[config.mk]
export PLATFORM = sky130hd
export DESIGN_NAME = escaped_rle_byte_decoder
export DESIGN_NICKNAME = d
export VERILOG_FILES = /design/src/erbd_pkg.sv /design/src/erbd_front.sv /design/src/erbd_cmd_queue.sv /design/src/erbd_back.sv /design/src/escaped_rle_byte_decoder.sv
export SDC_FILE = /design/constraint.sdc
export NUM_CORES = 1
export LEC_CHECK = 0
export ABC_AREA = 1
export BUFFER_PORTS_ARGS = -buffer_cell sky130_fd_sc_hd__clkbuf_2
export CORE_UTILIZATION = 45
export DETAILED_ROUTE_END_ITERATION = 7
export GPL_TIMING_DRIVEN = 0
export MAX_ROUTING_LAYER = met4
export PLACE_DENSITY = 0.61
export RECOVER_POWER = 50
export SYNTH_ARGS = -nofsm -noshare
export SYNTH_HDL_FRONTEND = slang
export SYNTH_HIERARCHICAL = 1
export SYNTH_SLANG_ARGS = --single-unit
[constraint.sdc]
create_clock -name clock -period 9 [get_ports clock]
set_input_delay 1.8 -clock clock [delete_from_list [all_inputs] [get_ports clock]]
set_output_delay 1.8 -clock clock [all_outputs]
set_load 0.01 [all_outputs]
[src/erbd_pkg.sv]
// Types, codes and constants of the escaped run-length byte decoder.
package erbd_pkg;

   localparam int COUNT_WIDTH = 24;
   localparam int LIMIT_WIDTH = 24;
   localparam int LENGTH_WIDTH = 16;
   localparam int QUEUE_DEPTH = 4;
   localparam int QUEUE_PTR_WIDTH = $clog2(QUEUE_DEPTH);
   localparam int QUEUE_CNT_WIDTH = $clog2(QUEUE_DEPTH + 1);

   localparam logic [63:0] COUNT_FULL = (64'd1 << COUNT_WIDTH) - 64'd1;
   localparam logic [LIMIT_WIDTH-1:0] COUNT_MAX =
      (COUNT_WIDTH >= LIMIT_WIDTH) ? '1 : COUNT_FULL[LIMIT_WIDTH-1:0];
   localparam logic [LIMIT_WIDTH-1:0] OUT_LIMIT_RESET = 24'd524288;

   localparam logic [7:0] ESC_BYTE     = 8'h00;
   localparam logic [7:0] CMD_ZERO_RUN = 8'h00;
   localparam logic [7:0] CMD_LITERAL  = 8'h01;
   localparam logic [7:0] CMD_RUN      = 8'h02;

   typedef enum logic [2:0] {
      PH_IDLE,
      PH_ESC,
      PH_WANT_LO,
      PH_WANT_HI,
      PH_WANT_LIT,
      PH_WANT_CNT,
      PH_WANT_RUN
   } phase_type;

   typedef enum logic [1:0] {
      OP_NONE,
      OP_RUN,
      OP_CHECK,
      OP_ERR
   } op_type;

   typedef enum logic [1:0] {
      KIND_RUN   = 2'd0,
      KIND_DONE  = 2'd1,
      KIND_ERROR = 2'd2
   } kind_type;

   typedef enum logic [1:0] {
      HALT_RUNNING,
      HALT_LIMIT,
      HALT_ERROR
   } halt_type;

   typedef struct packed {
      op_type                  op;
      logic [7:0]              value;
      logic [LENGTH_WIDTH-1:0] count;
      logic                    last;
      logic                    incomplete;
   } cmd_type;

   typedef struct packed {
      kind_type                kind;
      logic [7:0]              value;
      logic [LENGTH_WIDTH-1:0] length;
      logic [LIMIT_WIDTH-1:0]  total;
      logic                    last;
   } rsp_type;

endpackage

[src/erbd_front.sv]
// Token parser: classifies each compressed byte into a command for the back end.
module erbd_front (
   input  logic             clock,
   input  logic             reset,
   input  logic             req_push,
   input  logic [7:0]       req_in_byte,
   input  logic             req_in_last,
   input  logic             queue_full,
   output logic             cmd_push,
   output erbd_pkg::cmd_type cmd
);
   import erbd_pkg::*;

   phase_type  phase_ff, phase_in;
   logic       err_ff, err_in;
   logic [7:0] cnt_lo_ff, cnt_lo_in;
   logic       accept;

   assign accept = req_push && !queue_full;

   always_ff @(posedge clock) begin
      if (reset) begin
         phase_ff  <= PH_IDLE;
         err_ff    <= 1'b0;
         cnt_lo_ff <= '0;
      end else begin
         phase_ff  <= phase_in;
         err_ff    <= err_in;
         cnt_lo_ff <= cnt_lo_in;
      end
   end

   always_comb begin
      phase_in       = phase_ff;
      err_in         = err_ff;
      cnt_lo_in      = cnt_lo_ff;
      cmd            = '0;
      cmd.op         = OP_NONE;
      cmd.last       = req_in_last;
      cmd_push       = 1'b0;
      if (accept) begin
         if (!err_ff) begin
            case (phase_ff)
               PH_ESC: begin
                  if (req_in_byte == CMD_ZERO_RUN) begin
                     phase_in = PH_WANT_LO;
                  end else if (req_in_byte == CMD_LITERAL) begin
                     phase_in = PH_WANT_LIT;
                  end else if (req_in_byte == CMD_RUN) begin
                     phase_in = PH_WANT_CNT;
                  end else begin
                     cmd.op   = OP_ERR;
                     err_in   = 1'b1;
                     phase_in = PH_IDLE;
                  end
               end
               PH_WANT_LO: begin
                  cnt_lo_in = req_in_byte;
                  phase_in  = PH_WANT_HI;
               end
               PH_WANT_HI: begin
                  cmd.op    = OP_RUN;
                  cmd.value = ESC_BYTE;
                  cmd.count = {req_in_byte, cnt_lo_ff};
                  phase_in  = PH_IDLE;
               end
               PH_WANT_LIT: begin
                  cmd.op    = OP_RUN;
                  cmd.value = req_in_byte;
                  cmd.count = LENGTH_WIDTH'(1);
                  phase_in  = PH_IDLE;
               end
               PH_WANT_CNT: begin
                  cnt_lo_in = req_in_byte;
                  phase_in  = PH_WANT_RUN;
               end
               PH_WANT_RUN: begin
                  cmd.op    = OP_RUN;
                  cmd.value = req_in_byte;
                  cmd.count = LENGTH_WIDTH'(cnt_lo_ff);
                  phase_in  = PH_IDLE;
               end
               default: begin
                  if (req_in_byte == ESC_BYTE) begin
                     cmd.op   = OP_CHECK;
                     phase_in = PH_ESC;
                  end else begin
                     cmd.op    = OP_RUN;
                     cmd.value = req_in_byte;
                     cmd.count = LENGTH_WIDTH'(1);
                     phase_in  = PH_IDLE;
                  end
               end
            endcase
         end
         cmd.incomplete = !err_in && (phase_in != PH_IDLE);
         cmd_push       = (cmd.op != OP_NONE) || req_in_last;
         if (req_in_last) begin
            phase_in  = PH_IDLE;
            err_in    = 1'b0;
            cnt_lo_in = '0;
         end
      end
   end

endmodule

[src/erbd_cmd_queue.sv]
// Short command queue between the parser and the run executor.
module erbd_cmd_queue (
   input  logic              clock,
   input  logic              reset,
   input  logic              push,
   input  erbd_pkg::cmd_type push_data,
   output logic              full,
   input  logic              pop,
   output erbd_pkg::cmd_type pop_data,
   output logic              not_empty
);
   import erbd_pkg::*;

   cmd_type                    entry_ff [QUEUE_DEPTH];
   logic [QUEUE_PTR_WIDTH-1:0] rd_ptr_ff, rd_ptr_in;
   logic [QUEUE_PTR_WIDTH-1:0] wr_ptr_ff, wr_ptr_in;
   logic [QUEUE_CNT_WIDTH-1:0] cnt_ff, cnt_in;
   logic                       do_push, do_pop;

   assign full      = (cnt_ff == QUEUE_CNT_WIDTH'(QUEUE_DEPTH));
   assign not_empty = (cnt_ff != '0);
   assign do_push   = push && !full;
   assign do_pop    = pop && not_empty;
   assign pop_data  = entry_ff[rd_ptr_ff];

   always_comb begin
      rd_ptr_in = do_pop  ? rd_ptr_ff + 1'b1 : rd_ptr_ff;
      wr_ptr_in = do_push ? wr_ptr_ff + 1'b1 : wr_ptr_ff;
      cnt_in    = cnt_ff;
      if (do_push && !do_pop) begin
         cnt_in = cnt_ff + 1'b1;
      end else if (do_pop && !do_push) begin
         cnt_in = cnt_ff - 1'b1;
      end
   end

   always_ff @(posedge clock) begin
      if (reset) begin
         rd_ptr_ff <= '0;
         wr_ptr_ff <= '0;
         cnt_ff    <= '0;
      end else begin
         rd_ptr_ff <= rd_ptr_in;
         wr_ptr_ff <= wr_ptr_in;
         cnt_ff    <= cnt_in;
      end
   end

   always_ff @(posedge clock) begin
      if (do_push) begin
         entry_ff[wr_ptr_ff] <= push_data;
      end
   end

endmodule

[src/erbd_back.sv]
// Run executor: applies the output limit, tracks the stream total and buffers results.
module erbd_back (
   input  logic                                clock,
   input  logic                                reset,
   input  logic [erbd_pkg::LIMIT_WIDTH-1:0]    out_limit,
   input  logic                                cmd_valid,
   input  erbd_pkg::cmd_type                   cmd,
   output logic                                cmd_pop,
   input  logic                                rsp_pop,
   output logic                                rsp_empty,
   output erbd_pkg::rsp_type                   rsp
);
   import erbd_pkg::*;

   halt_type               halt_ff, halt_in, halt_upd;
   logic [LIMIT_WIDTH-1:0] bytes_ff, bytes_in, bytes_upd;
   logic                   sub_ff, sub_in;
   logic [LIMIT_WIDTH-1:0] lim, room, cnt_ext, len;
   logic                   running, run_emit, err_emit, failed;
   logic                   can_push, res_valid, res_push;
   rsp_type                res;

   rsp_type                buf_ff [2];
   logic                   head_ff, head_in;
   logic [1:0]             out_cnt_ff, out_cnt_in;
   logic                   out_pop;
   logic                   tail;

   assign lim     = (out_limit < COUNT_MAX) ? out_limit : COUNT_MAX;
   assign room    = (bytes_ff < lim) ? lim - bytes_ff : '0;
   assign cnt_ext = LIMIT_WIDTH'(cmd.count);
   assign len     = (cnt_ext < room) ? cnt_ext : room;
   assign running = (halt_ff == HALT_RUNNING);

   assign rsp_empty = (out_cnt_ff == 2'd0);
   assign rsp       = buf_ff[head_ff];
   assign out_pop   = rsp_pop && !rsp_empty;
   assign can_push  = (out_cnt_ff != 2'd2) || out_pop;
   assign tail      = head_ff ^ out_cnt_ff[0];

   always_comb begin
      halt_upd  = halt_ff;
      bytes_upd = bytes_ff;
      run_emit  = 1'b0;
      err_emit  = 1'b0;
      if (!sub_ff) begin
         case (cmd.op)
            OP_RUN: begin
               if (running) begin
                  bytes_upd = bytes_ff + len;
                  run_emit  = (len != '0);
                  if (cnt_ext >= room) begin
                     halt_upd = HALT_LIMIT;
                  end
               end
            end
            OP_CHECK: begin
               if (running && (bytes_ff >= lim)) begin
                  halt_upd = HALT_LIMIT;
               end
            end
            OP_ERR: begin
               if (running) begin
                  halt_upd = HALT_ERROR;
                  err_emit = !cmd.last;
               end
            end
            default: begin
               halt_upd = halt_ff;
            end
         endcase
      end
      failed = (halt_upd == HALT_ERROR) ||
               ((halt_upd == HALT_RUNNING) && cmd.incomplete);
   end

   always_comb begin
      halt_in   = halt_ff;
      bytes_in  = bytes_ff;
      sub_in    = sub_ff;
      cmd_pop   = 1'b0;
      res       = '0;
      res.kind  = KIND_RUN;
      res.total = bytes_upd;
      res_valid = 1'b0;
      if (cmd_valid) begin
         if (run_emit) begin
            res.kind   = KIND_RUN;
            res.value  = cmd.value;
            res.length = len[LENGTH_WIDTH-1:0];
            res_valid  = 1'b1;
         end else if (err_emit) begin
            res.kind  = KIND_ERROR;
            res_valid = 1'b1;
         end else if (cmd.last) begin
            res.kind  = failed ? KIND_ERROR : KIND_DONE;
            res.last  = 1'b1;
            res_valid = 1'b1;
         end
         if (!res_valid || can_push) begin
            if (run_emit && cmd.last) begin
               // run result first; the final result of the stream follows once sub_ff is set
               halt_in  = halt_upd;
               bytes_in = bytes_upd;
               sub_in   = 1'b1;
            end else begin
               cmd_pop = 1'b1;
               sub_in  = 1'b0;
               if (cmd.last) begin
                  halt_in  = HALT_RUNNING;
                  bytes_in = '0;
               end else begin
                  halt_in  = halt_upd;
                  bytes_in = bytes_upd;
               end
            end
         end
      end
      res_push = res_valid && can_push;
   end

   always_ff @(posedge clock) begin
      if (reset) begin
         halt_ff  <= HALT_RUNNING;
         bytes_ff <= '0;
         sub_ff   <= 1'b0;
      end else begin
         halt_ff  <= halt_in;
         bytes_ff <= bytes_in;
         sub_ff   <= sub_in;
      end
   end

   always_comb begin
      head_in    = out_pop ? ~head_ff : head_ff;
      out_cnt_in = out_cnt_ff;
      if (res_push && !out_pop) begin
         out_cnt_in = out_cnt_ff + 2'd1;
      end else if (out_pop && !res_push) begin
         out_cnt_in = out_cnt_ff - 2'd1;
      end
   end

   always_ff @(posedge clock) begin
      if (reset) begin
         head_ff    <= 1'b0;
         out_cnt_ff <= 2'd0;
      end else begin
         head_ff    <= head_in;
         out_cnt_ff <= out_cnt_in;
      end
   end

   always_ff @(posedge clock) begin
      if (res_push) begin
         buf_ff[tail] <= res;
      end
   end

endmodule

[src/escaped_rle_byte_decoder.sv]
// Escaped run-length byte decoder: top level.
//
// Input queue port: present one compressed byte on req_in_byte with
// req_in_last on the final byte of a stream; a transaction completes at a
// clock edge with req_push high and req_full low. Result queue port: while
// rsp_empty is low the oldest result is on the rsp_ fields; rsp_pop takes it.
// Results are run descriptors (kind 0), a done result (kind 1) or an error
// (kind 2); the last result of a stream has rsp_last set.
// csr_write loads csr_wdata into the output byte limit of each stream.
// Throughput: one byte per cycle while req_full is low. A final byte that
// also completes a run makes the executor write two results, the run and
// then the final result, and hold its command until both are written.
// The parser and the executor are joined by a four-entry command queue and
// the executor feeds a two-entry result buffer, so a stalled receiver first
// fills these and then raises req_full; nothing is lost.
// Reset (synchronous, active high) empties both queues, returns the parser
// to token start, clears the stream total and sets the limit to 524288.
module escaped_rle_byte_decoder (
   input  logic        clock,
   input  logic        reset,
   input  logic        req_push,
   output logic        req_full,
   input  logic [7:0]  req_in_byte,
   input  logic        req_in_last,
   output logic        rsp_empty,
   input  logic        rsp_pop,
   output logic [1:0]  rsp_kind,
   output logic [7:0]  rsp_run_value,
   output logic [15:0] rsp_run_length,
   output logic [23:0] rsp_total_length,
   output logic        rsp_last,
   input  logic        csr_write,
   input  logic [23:0] csr_wdata
);
   import erbd_pkg::*;

   logic [LIMIT_WIDTH-1:0] out_limit_ff;
   logic                   cmd_push, queue_full, cmd_valid, cmd_pop;
   cmd_type                cmd_in, cmd_out;
   rsp_type                rsp;

   always_ff @(posedge clock) begin
      if (reset) begin
         out_limit_ff <= OUT_LIMIT_RESET;
      end else if (csr_write) begin
         out_limit_ff <= csr_wdata;
      end
   end

   erbd_front u_front (
      .clock       (clock),
      .reset       (reset),
      .req_push    (req_push),
      .req_in_byte (req_in_byte),
      .req_in_last (req_in_last),
      .queue_full  (queue_full),
      .cmd_push    (cmd_push),
      .cmd         (cmd_in)
   );

   erbd_cmd_queue u_queue (
      .clock     (clock),
      .reset     (reset),
      .push      (cmd_push),
      .push_data (cmd_in),
      .full      (queue_full),
      .pop       (cmd_pop),
      .pop_data  (cmd_out),
      .not_empty (cmd_valid)
   );

   erbd_back u_back (
      .clock     (clock),
      .reset     (reset),
      .out_limit (out_limit_ff),
      .cmd_valid (cmd_valid),
      .cmd       (cmd_out),
      .cmd_pop   (cmd_pop),
      .rsp_pop   (rsp_pop),
      .rsp_empty (rsp_empty),
      .rsp       (rsp)
   );

   assign req_full         = queue_full;
   assign rsp_kind         = rsp.kind;
   assign rsp_run_value    = rsp.value;
   assign rsp_run_length   = rsp.length;
   assign rsp_total_length = rsp.total;
   assign rsp_last         = rsp.last;

endmodule

Yosys cells after proc, flatten, opt, wreduce, memory -nomap -nowiden
Memories as Yosys holds them, arrays and structs flattened. A register that Yosys moved wholly into a read port is not among the register bits.
Cells that the tools add are included.
{"block": "classes", "addsub": 8, "n_lt_le_gt_ge": 5, "n_eq_ne": 15, "n_mux": 82, "bitwise_logic": 2, "n_reduce_logical": 42}
{"op": "24-bit 2-to-1 mux", "count": 10}
{"op": "26-bit 2-to-1 mux", "count": 4}
{"op": "24-bit one-hot mux with 4 select lines", "count": 1}
{"op": "2-bit 2-to-1 mux", "count": 19}
{"op": "1-bit 2-to-1 mux", "count": 34}
{"op": "24-bit adder", "count": 1}
{"op": "16-bit by 24-bit >= comparator with 1-bit output", "count": 1}
{"op": "24-bit >= comparator", "count": 1}
{"op": "16-bit by 24-bit < comparator with 1-bit output", "count": 1}
{"op": "24-bit < comparator", "count": 1}
{"op": "24-bit < comparator (second input constant)", "count": 1}
{"op": "3-bit 2-to-1 mux", "count": 8}
{"op": "8-bit 2-to-1 mux", "count": 3}
{"op": "24-bit nonzero test", "count": 1}
{"op": "24-bit subtractor", "count": 1}
{"op": "1-bit logical AND", "count": 13}
{"op": "3-bit equality test (second input constant)", "count": 4}
{"op": "2-bit one-hot mux with 3 select lines", "count": 2}
{"op": "3-bit one-hot mux with 4 select lines", "count": 1}
{"op": "1-bit zero test", "count": 9}
{"op": "8-bit by 1-bit equality test with 1-bit output (second input constant)", "count": 1}
{"op": "8-bit by 2-bit equality test with 1-bit output (second input constant)", "count": 1}
{"op": "8-bit zero test", "count": 1}
{"op": "2-bit nonzero test", "count": 4}
{"op": "18 further kinds", "count": 31}
{"block": "totals", "register_bits": 73, "ramBits": 214, "input_bits": 38, "out_inout_bits": 53, "word_cells": 168, "n_memories": 2}
{"name": "u_queue.entry_ff", "words": 4, "word_bits": 28, "read_ports": 1, "rd_clocked_by_memory_dff": 1, "wr": 1, "line": "erbd_cmd_queue.sv:14", "source": "cmd_type entry_ff [QUEUE_DEPTH];"}
{"name": "u_back.buf_ff", "words": 2, "word_bits": 51, "read_ports": 1, "rd_clocked_by_memory_dff": 1, "wr": 1, "line": "erbd_back.sv:23", "source": "rsp_type buf_ff [2];"}

Logic depth before layout (Yosys ltp)
Gate-level depths: netlist of the first run.
{"block": "depth", "depth_word": 20, "depth_mapped": 44, "depth_no_buf": 41}

Cells and area by module
The synthesis of the first run kept the hierarchy.
{"module": "erbd_back", "instances": 1, "cells_each": 1195, "area_per_inst_um2": 9409.0}
{"module": "erbd_cmd_queue", "instances": 1, "cells_each": 340, "area_per_inst_um2": 4636.9}
{"module": "erbd_front", "instances": 1, "cells_each": 176, "area_per_inst_um2": 1067.3}
{"module": "escaped_rle_byte_decoder", "instances": 1, "cells_each": 151, "area_per_inst_um2": 982.2}

Worst setup path after synthesis of the first run
Ideal clock, no wire load.
{"block": "synth_path", "path_type": "register -> register", "from": "reg out_limit_ff[0]", "to": "mem u_back/buf_ff[0][0] in the netlist's numbering (enable)", "arrival_ns": 6.058, "t_required_ns": 8.540, "slack_ns": 2.482, "stages_incl_launch_ff": 32, "period_less_slack_ns": 6.518, "path_cell_list": "dfxtp_1 -> inv_1 -> ha_1 -> fa_1 -> inv_1 -> nand2_1 -> nand2_1 -> nand3_1 -> nand2_2 -> nand2_1 -> nand3_2 -> nand2_4 -> clkbuf_1 -> nor2_1 -> inv_1 -> ha_1 -> nand2_1 -> or2_2 -> a21oi_1 -> nor3_1 -> nand3_1 -> clkbuf_1 -> nand4_1 -> nand2_2 -> nor2_1 -> nand2_1 -> nor2_1 -> nand2_1 -> nand2_4 -> nand2_4 -> nand3b_1 -> nor2_1"}
{"block": "synth_between", "elab_chain_len": 16, "elab_cells_between_ends": 17, "cone_classes": "add/sub: 1; order compare: 3; mux: 11; reduce/logical: 2"}
{"element": "from (decl)", "line": "escaped_rle_byte_decoder.sv:37", "source": "logic [LIMIT_WIDTH-1:0] out_limit_ff;"}
{"element": "from (signal assigned)", "line": "escaped_rle_byte_decoder.sv:46", "source": "out_limit_ff <= csr_wdata;"}
{"element": "24-bit < comparator", "line": "erbd_back.sv:29", "source": "assign lim = (out_limit < COUNT_MAX) ? out_limit : COUNT_MAX;"}
{"element": "24-bit 2-to-1 mux *", "line": "erbd_back.sv:29"}
{"element": "24-bit subtractor or 24-bit < comparator (tied branches)", "line": "erbd_back.sv:30", "source": "assign room = (bytes_ff < lim) ? lim - bytes_ff : '0;"}
{"element": "24-bit 2-to-1 mux *", "line": "erbd_back.sv:30"}
{"element": "16-bit by 24-bit < comparator with 1-bit output", "line": "erbd_back.sv:32", "source": "assign len = (cnt_ext < room) ? cnt_ext : room;"}
{"element": "24-bit 2-to-1 mux *", "line": "erbd_back.sv:32"}
{"element": "24-bit nonzero test *", "line": "erbd_back.sv:51", "source": "run_emit = (len != '0);"}
{"element": "1-bit 2-to-1 mux *", "line": "erbd_back.sv:49", "source": "if (running) begin"}
{"element": "1-bit 2-to-1 mux *", "line": "erbd_back.sv:47", "source": "case (cmd.op)"}
{"element": "1-bit 2-to-1 mux *", "line": "erbd_back.sv:46", "source": "if (!sub_ff) begin"}
{"element": "1-bit 2-to-1 mux *", "line": "erbd_back.sv:87", "source": "if (run_emit) begin"}
{"element": "1-bit 2-to-1 mux * (2 in series)", "line": "erbd_back.sv:86", "source": "if (cmd_valid) begin"}
{"element": "1-bit logical AND *", "line": "erbd_back.sv:119", "source": "res_push = res_valid && can_push;"}
{"element": "1-bit 2-to-1 mux *", "line": "erbd_back.sv:155", "source": "if (res_push) begin"}
{"element": "1-bit 2-to-1 mux (not written as such) *", "line": "erbd_back.sv:156", "source": "buf_ff[tail] <= res;"}
{"element": "to (decl)", "line": "erbd_back.sv:23"}
Mark *: on every way between the ends. The rest lies on a longest branch, timed or not. The select of a mux whose other input is x is not followed.

Worst setup path after layout of the first run
{"block": "layout_path", "from": "reg u_back.bytes_ff[0]", "to": "reg u_back.bytes_ff[22]"}
{"block": "layout_between", "elab_chain_len": 13, "elab_cells_between_ends": 21, "cone_classes": "add/sub: 2; order compare: 2; mux: 12; reduce/logical: 5"}
{"element": "from (decl)", "line": "erbd_back.sv:16", "source": "logic [LIMIT_WIDTH-1:0] bytes_ff, bytes_in, bytes_upd;"}
{"element": "from (signal assigned)", "line": "erbd_back.sv:129", "source": "bytes_ff <= bytes_in;"}
{"element": "parallel branches: the longest is 13 deep, another holds 24-bit subtractor"}
Several ways; the timed one is not identified. The select of a mux whose other input is x is not followed.
A chain may end at the register's enable or synchronous reset.

==> results.sh, run 1 <==
export IMPL_final_core_util=0.525
export IMPL_drt_iter0_drc=927
export IMPL_cts_buffer_depth=3
export IMPL_synthMuxAreaShare=0.0357
export IMPL_synthArstFlopShare=0
export IMPL_ios=91
export IMPL_cts_resized=0
export IMPL_yosys_area_top_type="edfxtp_1"
export IMPL_routedWlPerCell_um=16.5
export IMPL_synth_common_cells="nand2_1, nor2_1, inv_1, edfxtp_1, a21oi_1"
export IMPL_nets=2108
export IMPL_numCtsBuffers=31
export IMPL_fin_skew_ps=25.0
export IMPL_violations="capacitance limit, slew limit"
export IMPL_route_detailed_drc=0
export IMPL_cpPeakStageDelay_ps=420
export IMPL_layout_setup_ws_ps=1910
export IMPL_area_growth_synth_to_final_pct=13.8
export IMPL_dieHeight_um=191
export IMPL_synth_seq_area_share=0.494
export IMPL_critPathMaxFanout=10
export IMPL_holdBufCountCts=0
export IMPL_dieArea_mm2=0.0365
export IMPL_yosys_register_bits=290
export IMPL_wl_mm=40.8
export IMPL_syn_area_per_cell_um2=8.64
export IMPL_cts_tree="yes"
export IMPL_post_cts_repair_setup_buffers=0
export IMPL_p_leak_nw=8.01
export IMPL_crit_top_cell="nand2_1"
export IMPL_synth_xor_area_frac=0.0136
export IMPL_syn_instance_count=1862
export IMPL_critPathCaptureType="flip-flop"
export IMPL_hpwl_mm=30.8
export IMPL_root_buffer="clkbuf_16"
export IMPL_synth_edff_count=214
export IMPL_p_total_mw=6.92
export IMPL_drive_above_1_share=0.135
export IMPL_ir_drop_v=0.000233
export IMPL_yosysWarningCount=6
export IMPL_synthAdderAreaFrac=0.0605
export IMPL_slew_headroom=-0.816
export IMPL_grt_overflow_total=0
export IMPL_synth_simple_area_share=0.215
export IMPL_grt_pass1_wl_mm=64.2
export IMPL_crit_slowest_cell="fa_1"
export IMPL_timing_final_crit_share=0.788
export IMPL_std_cell_rows=68
export IMPL_grt_use_total=0.234
export IMPL_drv_slew=111
export IMPL_numPortBuffers=89
export IMPL_yosysUniqueCellTypes=50
export IMPL_grt_start_max_net_pins=31
export IMPL_antenna_left=0
export IMPL_antenna_cells=0
export IMPL_synth_top_family_by_area="simple AND/OR/NAND/NOR gates"
export IMPL_place_area_mm2=0.0173
export IMPL_timing_worst_setup_path_type="reg2reg"
export IMPL_grt_pass1_vias=12000
export IMPL_clk_pin_slew_worst_paths_ps=60
export IMPL_grt_antenna_before_repair=0
export IMPL_setup_tns_ps=0
export IMPL_setup_viol=0
export IMPL_clock_latency_ps=600
export IMPL_core_area_mm2=0.0349
export IMPL_final_area_mm2=0.0183
export IMPL_synth_top_cell_area_share=0.399
export IMPL_yosys_top_cells_area="edfxtp_1, dfxtp_1, nand2_1"
export IMPL_synth_flop_cell="edfxtp_1"
export IMPL_syn_area_mm2=0.0161
export IMPL_cts_sinks=290
export IMPL_required_ps=9520
export IMPL_start_util=0.461
export IMPL_htree_levels=1
export IMPL_synth_compound_area_frac=0.0944
export IMPL_tightest_slew_ps=2710
export IMPL_crit_arrival_ps=7610
export IMPL_status="complete, but fails checks"
export IMPL_drtPass1Iterations=5
export IMPL_yosys_cell_count_top_type="nand2_1"
export IMPL_place_ws_ps=2090
export IMPL_via_count=12600
export IMPL_drv_cap=4
export IMPL_hold_viol=0
export IMPL_detail_route_vias_per_cell=5.08
export IMPL_fin_crit_ps=7090
export IMPL_max_freq_mhz=141
export IMPL_worstHoldPathType="reg2reg"
export IMPL_cp_start_kind="flip-flop"
export IMPL_gp_congestion=0.955
export IMPL_rsz0062_at_grt="no"
export IMPL_fp_dieW_um=191
export IMPL_power_density_mw_per_mm2=378
cells by family after synthesis:
kind of cell,after synthesis
mux,51
fa+ha+maj,76
xor+xnor,25
other cells,1
flops,290
simple gates,806
buf+inv,337
compound gates,276
through the flow:
stage | hold slack, ps | std cells
3_5_place_dp | 464 | 2416
4_1_cts | 477 | 2474
5_1_grt | 493 | 2474
2_1_floorplan | 427 | 1868
3_3_place_gp | 443 | 2412
6_report | 473 | 2474
report_power, final:
group	leakage (nW)	switching, mW	internal (mW)	total [mW]
logic	4.78	2.27	1.13	3.40
registers	2.67	0.125	1.96	2.09
clock network	0.558	0.554	0.877	1.43
total	8.01	2.95	3.97	6.92
worst max-delay path: cells and delay by family, from the launching register on:
kind	cells	cell delay (ps)
adder cells (fa/ha/maj)	5	1590
AO/OA/AOI/OAI	9	1670
AND/OR/NAND/NOR	22	2720
flip-flops	1	390
buffers and inverters	5	680
registers in the layout, summed over array words and instances (netlist names), named ones only:
| name | flops |
|---|---|
| out_limit_ff | 24 |
| u_back/buf_ff | 102 |
| u_back/bytes_ff | 24 |
| u_back/halt_ff | 2 |
| u_back/head_ff | 1 |
| u_back/out_cnt_ff | 2 |
| u_back/sub_ff | 1 |
| u_front/cnt_lo_ff | 8 |
| u_front/err_ff | 1 |
| u_front/phase_ff | 3 |
| u_queue/cnt_ff | 3 |
| u_queue/entry_ff | 112 |
| u_queue/rd_ptr_ff | 2 |
| u_queue/wr_ptr_ff | 2 |
routing by layer:
layer / vias up / GRT usage / share of wire
li1: 6422 / - / -
met1: 5769 / 0.337 / 0.49
met3: 54 / 0.0246 / 0.053
met5: - / - / 0
met4: 0 / 0.0656 / 0.023
met2: 325 / 0.347 / 0.43
layout make-up:
type / count / area, µm²
Tap cell: 455 / 569
Sequential cell: 290 / 7950
Timing Repair Buffer: 93 / 477
Clock buffer: 35 / 801
Multi-Input combinational cell: 1241 / 6770
Inverter: 253 / 952
Fill cell: 3303 / 16600
Buffer: 84 / 433
Clock inverter: 23 / 357
path summary, 6_finish.rpt:
check / from / to / slack, ps / depth (start not counted)
worst max-delay path: u_back/bytes_ff[0]$_SDFFE_PP0P_ / u_back/bytes_ff[22]$_SDFFE_PP0P_ / 1910 / 41
worst min-delay path: out_limit_ff[16]$_SDFFE_PP0P_ / out_limit_ff[16]$_SDFFE_PP0P_ / 470 / 2
worst min register to register: out_limit_ff[16]$_SDFFE_PP0P_ / out_limit_ff[16]$_SDFFE_PP0P_ / 470 / 2
worst max register to register: u_back/bytes_ff[0]$_SDFFE_PP0P_ / u_back/bytes_ff[22]$_SDFFE_PP0P_ / 1910 / 41
placed cells by master (no fill, tap or decap), types with 12 or more instances in the layout:
cell       count
a21oi_1      101
nand2_2       18
dfxtp_1       76
mux2_2        49
nor3_1        23
ha_1          73
edfxtp_1     214
xnor2_1       12
nand3_1       70
inv_1        241
nand2_1      358
nor2_1       267
clkbuf_1      69
clkbuf_2      76
o21ai_0       87
o22ai_1       38
o21ai_1       19
buf_2         13
xor2_1        13
nand4_1       26
clkbuf_16     31
Power figures use the tool's default switching activity.
==> run 2: changes to the inputs <==
--- a/config.mk
+++ b/config.mk
@@ -11,7 +11,7 @@
 export DETAILED_ROUTE_END_ITERATION = 7
 export GPL_TIMING_DRIVEN = 0
 export MAX_ROUTING_LAYER = met4
-export PLACE_DENSITY = 0.61
+export PLACE_DENSITY = 0.63
 export RECOVER_POWER = 50
 export SYNTH_ARGS = -nofsm -noshare
 export SYNTH_HDL_FRONTEND = slang
==> constraint.sdc (replaced) <==
create_clock -name clock -period 6.3 [get_ports clock]
set_input_delay 1.26 -clock clock [delete_from_list [all_inputs] [get_ports clock]]
set_output_delay 1.26 -clock clock [all_outputs]
set_load 0.01 [all_outputs]
==> run 2 against run 1 <==
Compared with the run above: the flow still finishes with violations (capacitance limit, slew limit); worst hold slack is essentially flat; combinational power up 58%; clock power up 17%; clock skew down 6.5 ps; critical path type unchanged; clock-buffer cell count is 2 higher; first-iteration DRC count up 19%; die area did not move; sequential power increased by 43%; maximum frequency grew 17%; core utilization rose by 0.76 points; register-to-register slack worse by 1700 ps.
==> results.sh, run 2 (same netlist as run 1, synthesis figures left out) <==
export IMPL_grt_start_max_net_pins=29
export IMPL_holdBufCountCts=0
export IMPL_critPathMaxFanout=10
export IMPL_worstHoldPathType="reg2reg"
export IMPL_cts_tree="yes"
export IMPL_fp_dieW_um=191
export IMPL_antenna_left=0
export IMPL_std_cell_rows=68
export IMPL_tightest_slew_ps=2720
export IMPL_critical_path_top_delay_family="simple AND/OR/NAND/NOR gates"
export IMPL_grt_overflow_total=0
export IMPL_largest_register="u_queue/entry_ff"
export IMPL_max_freq_mhz=165
export IMPL_rsz0062_at_grt="yes"
export IMPL_nets=2127
export IMPL_timing_worst_setup_path_type="reg2reg"
export IMPL_grt_use_total=0.231
export IMPL_root_buffer="clkbuf_16"
export IMPL_wl_mm=41.5
export IMPL_numPortBuffers=89
export IMPL_critPathCaptureType="flip-flop"
export IMPL_cts_buffer_depth=3
export IMPL_final_area_mm2=0.0186
export IMPL_dieHeight_um=191
export IMPL_timing_final_crit_share=0.959
export IMPL_drv_slew=111
export IMPL_gp_congestion=0.917
export IMPL_whs_endpoint="out_limit_ff[2]$_SDFFE_PP0P_"
export IMPL_power_density_mw_per_mm2=540
export IMPL_status="complete, but fails checks"
export IMPL_crit_top_cell="nand2_1"
export IMPL_htree_levels=1
export IMPL_cp_start_kind="flip-flop"
export IMPL_grt_pass1_vias=11900
export IMPL_violations="capacitance limit, slew limit"
export IMPL_drv_cap=4
export IMPL_cts_sinks=290
export IMPL_area_growth_synth_to_final_pct=15.4
export IMPL_numCtsBuffers=30
export IMPL_crit_slowest_cell="ha_2"
export IMPL_detail_route_vias_per_cell=5.14
export IMPL_clk_pin_slew_worst_paths_ps=60
export IMPL_start_util=0.461
export IMPL_drive_above_1_share=0.166
export IMPL_required_ps=6770
export IMPL_drtPass1Iterations=5
export IMPL_dieArea_mm2=0.0365
export IMPL_via_count=12800
export IMPL_holdPathStages=2
export IMPL_fin_skew_ps=18.5
export IMPL_largest_register_ffs=112
export IMPL_grt_antenna_before_repair=0
export IMPL_crit_arrival_ps=6510
export IMPL_ios=91
export IMPL_hold_viol=0
export IMPL_r2r_slack_ps=260
export IMPL_drt_iter0_drc=1101
export IMPL_routedWlPerCell_um=16.6
export IMPL_r2r_end="u_back/bytes_ff[21]$_SDFFE_PP0P_"
export IMPL_mostFrequentLayoutCells="nand2_1, nor2_1, inv_1"
export IMPL_hpwl_mm=30.8
export IMPL_critPathBufInv=5
export IMPL_layout_commonest_cell="nand2_1"
export IMPL_p_leak_nw=8.04
export IMPL_reg_largest_list="u_queue/entry_ff: 112 flops, u_back/buf_ff: 102 flops"
export IMPL_p_total_mw=10.0
export IMPL_place_area_mm2=0.0173
export IMPL_fin_crit_ps=6040
export IMPL_setup_viol=0
export IMPL_route_detailed_drc=0
export IMPL_ir_drop_v=0.000338
export IMPL_hp_start="out_limit_ff[2]$_SDFFE_PP0P_"
export IMPL_grt_pass1_wl_mm=63.9
export IMPL_antenna_cells=0
export IMPL_worstReg2RegStart="u_back/bytes_ff[11]$_SDFFE_PP0P_"
export IMPL_cpPeakStageDelay_ps=410
export IMPL_r2r_cells=38
export IMPL_slew_headroom=-0.819
export IMPL_clock_latency_ps=580
export IMPL_core_area_mm2=0.0349
==> run 2: area by class of cell <==
class | instances | area, µm²
Buffer | 83 | 442
Sequential cell | 290 | 7950
Multi-Input combinational cell | 1241 | 7080
Clock buffer | 37 | 787
Timing Repair Buffer | 114 | 649
Fill cell | 3274 | 16300
Clock inverter | 19 | 146
Tap cell | 455 | 569
Inverter | 253 | 952
==> run 2: worst max-delay path by stage <==
| stage | from | to | depth (start not counted) |
|---|---|---|---|
| global route | u_back/bytes_ff[4]$_SDFFE_PP0P_ | u_back/bytes_ff[18]$_SDFFE_PP0P_ | 39 |
| finish | u_back/bytes_ff[11]$_SDFFE_PP0P_ | u_back/bytes_ff[21]$_SDFFE_PP0P_ | 38 |
| detailed placement | u_back/bytes_ff[0]$_SDFFE_PP0P_ | u_back/bytes_ff[22]$_SDFFE_PP0P_ | 41 |
| floorplan | out_limit_ff[0]$_SDFFE_PP0P_ | u_back/buf_ff[0][0]$_DFFE_PP_ | 31 |
| global placement | u_back/bytes_ff[0]$_SDFFE_PP0P_ | u_back/buf_ff[0][41]$_DFFE_PP_ | 28 |
| CTS | out_limit_ff[0]$_SDFFE_PP0P_ | u_back/buf_ff[1][23]$_DFFE_PP_ | 38 |
==> run 2: timing repair <==
item	in CTS	in global routing
pin swaps	6	17
setup endpoints to repair	84	92
cloned	0	1
gates resized for setup	23	55
buffers inserted	5	15
==> run 2: layer usage <==
layer / up-vias / share of wire / global-route usage / routed length, µm
met5: - / 0 / - / 0
met4: 0 / 0.015 / 0.0525 / 618
met3: 43 / 0.060 / 0.0235 / 2480
met2: 361 / 0.45 / 0.351 / 18600
met1: 5964 / 0.48 / 0.332 / 19800
li1: 6449 / - / - / -
==> run 2: worst min-delay path: stages, from the launching register on <==
cell     delay, ps
dfxtp_1        300
nor2_1          80
nor2_1          50
==> run 2: stage by stage <==
stage               instances  setup WS (ps)   util  TNS [ps]  hold slack (ps)
floorplan                1868           -218      -    -22250              427
global placement         2412          -2570  0.491   -270740              459
detailed placement       2416           -589  0.495     -9840              466
CTS                      2477           20.5  0.524         0              475
global route             2492          -72.5  0.532      -188              499
finish                   2492            256  0.532         0              473
==> run 2: where the power goes <==
part           total [mW]  leakage [nW]  internal (mW)  switching, mW
Clock                1.68         0.446          0.933          0.742
Sequential           2.99          2.67           2.81          0.184
Combinational        5.36          4.92           1.87           3.49
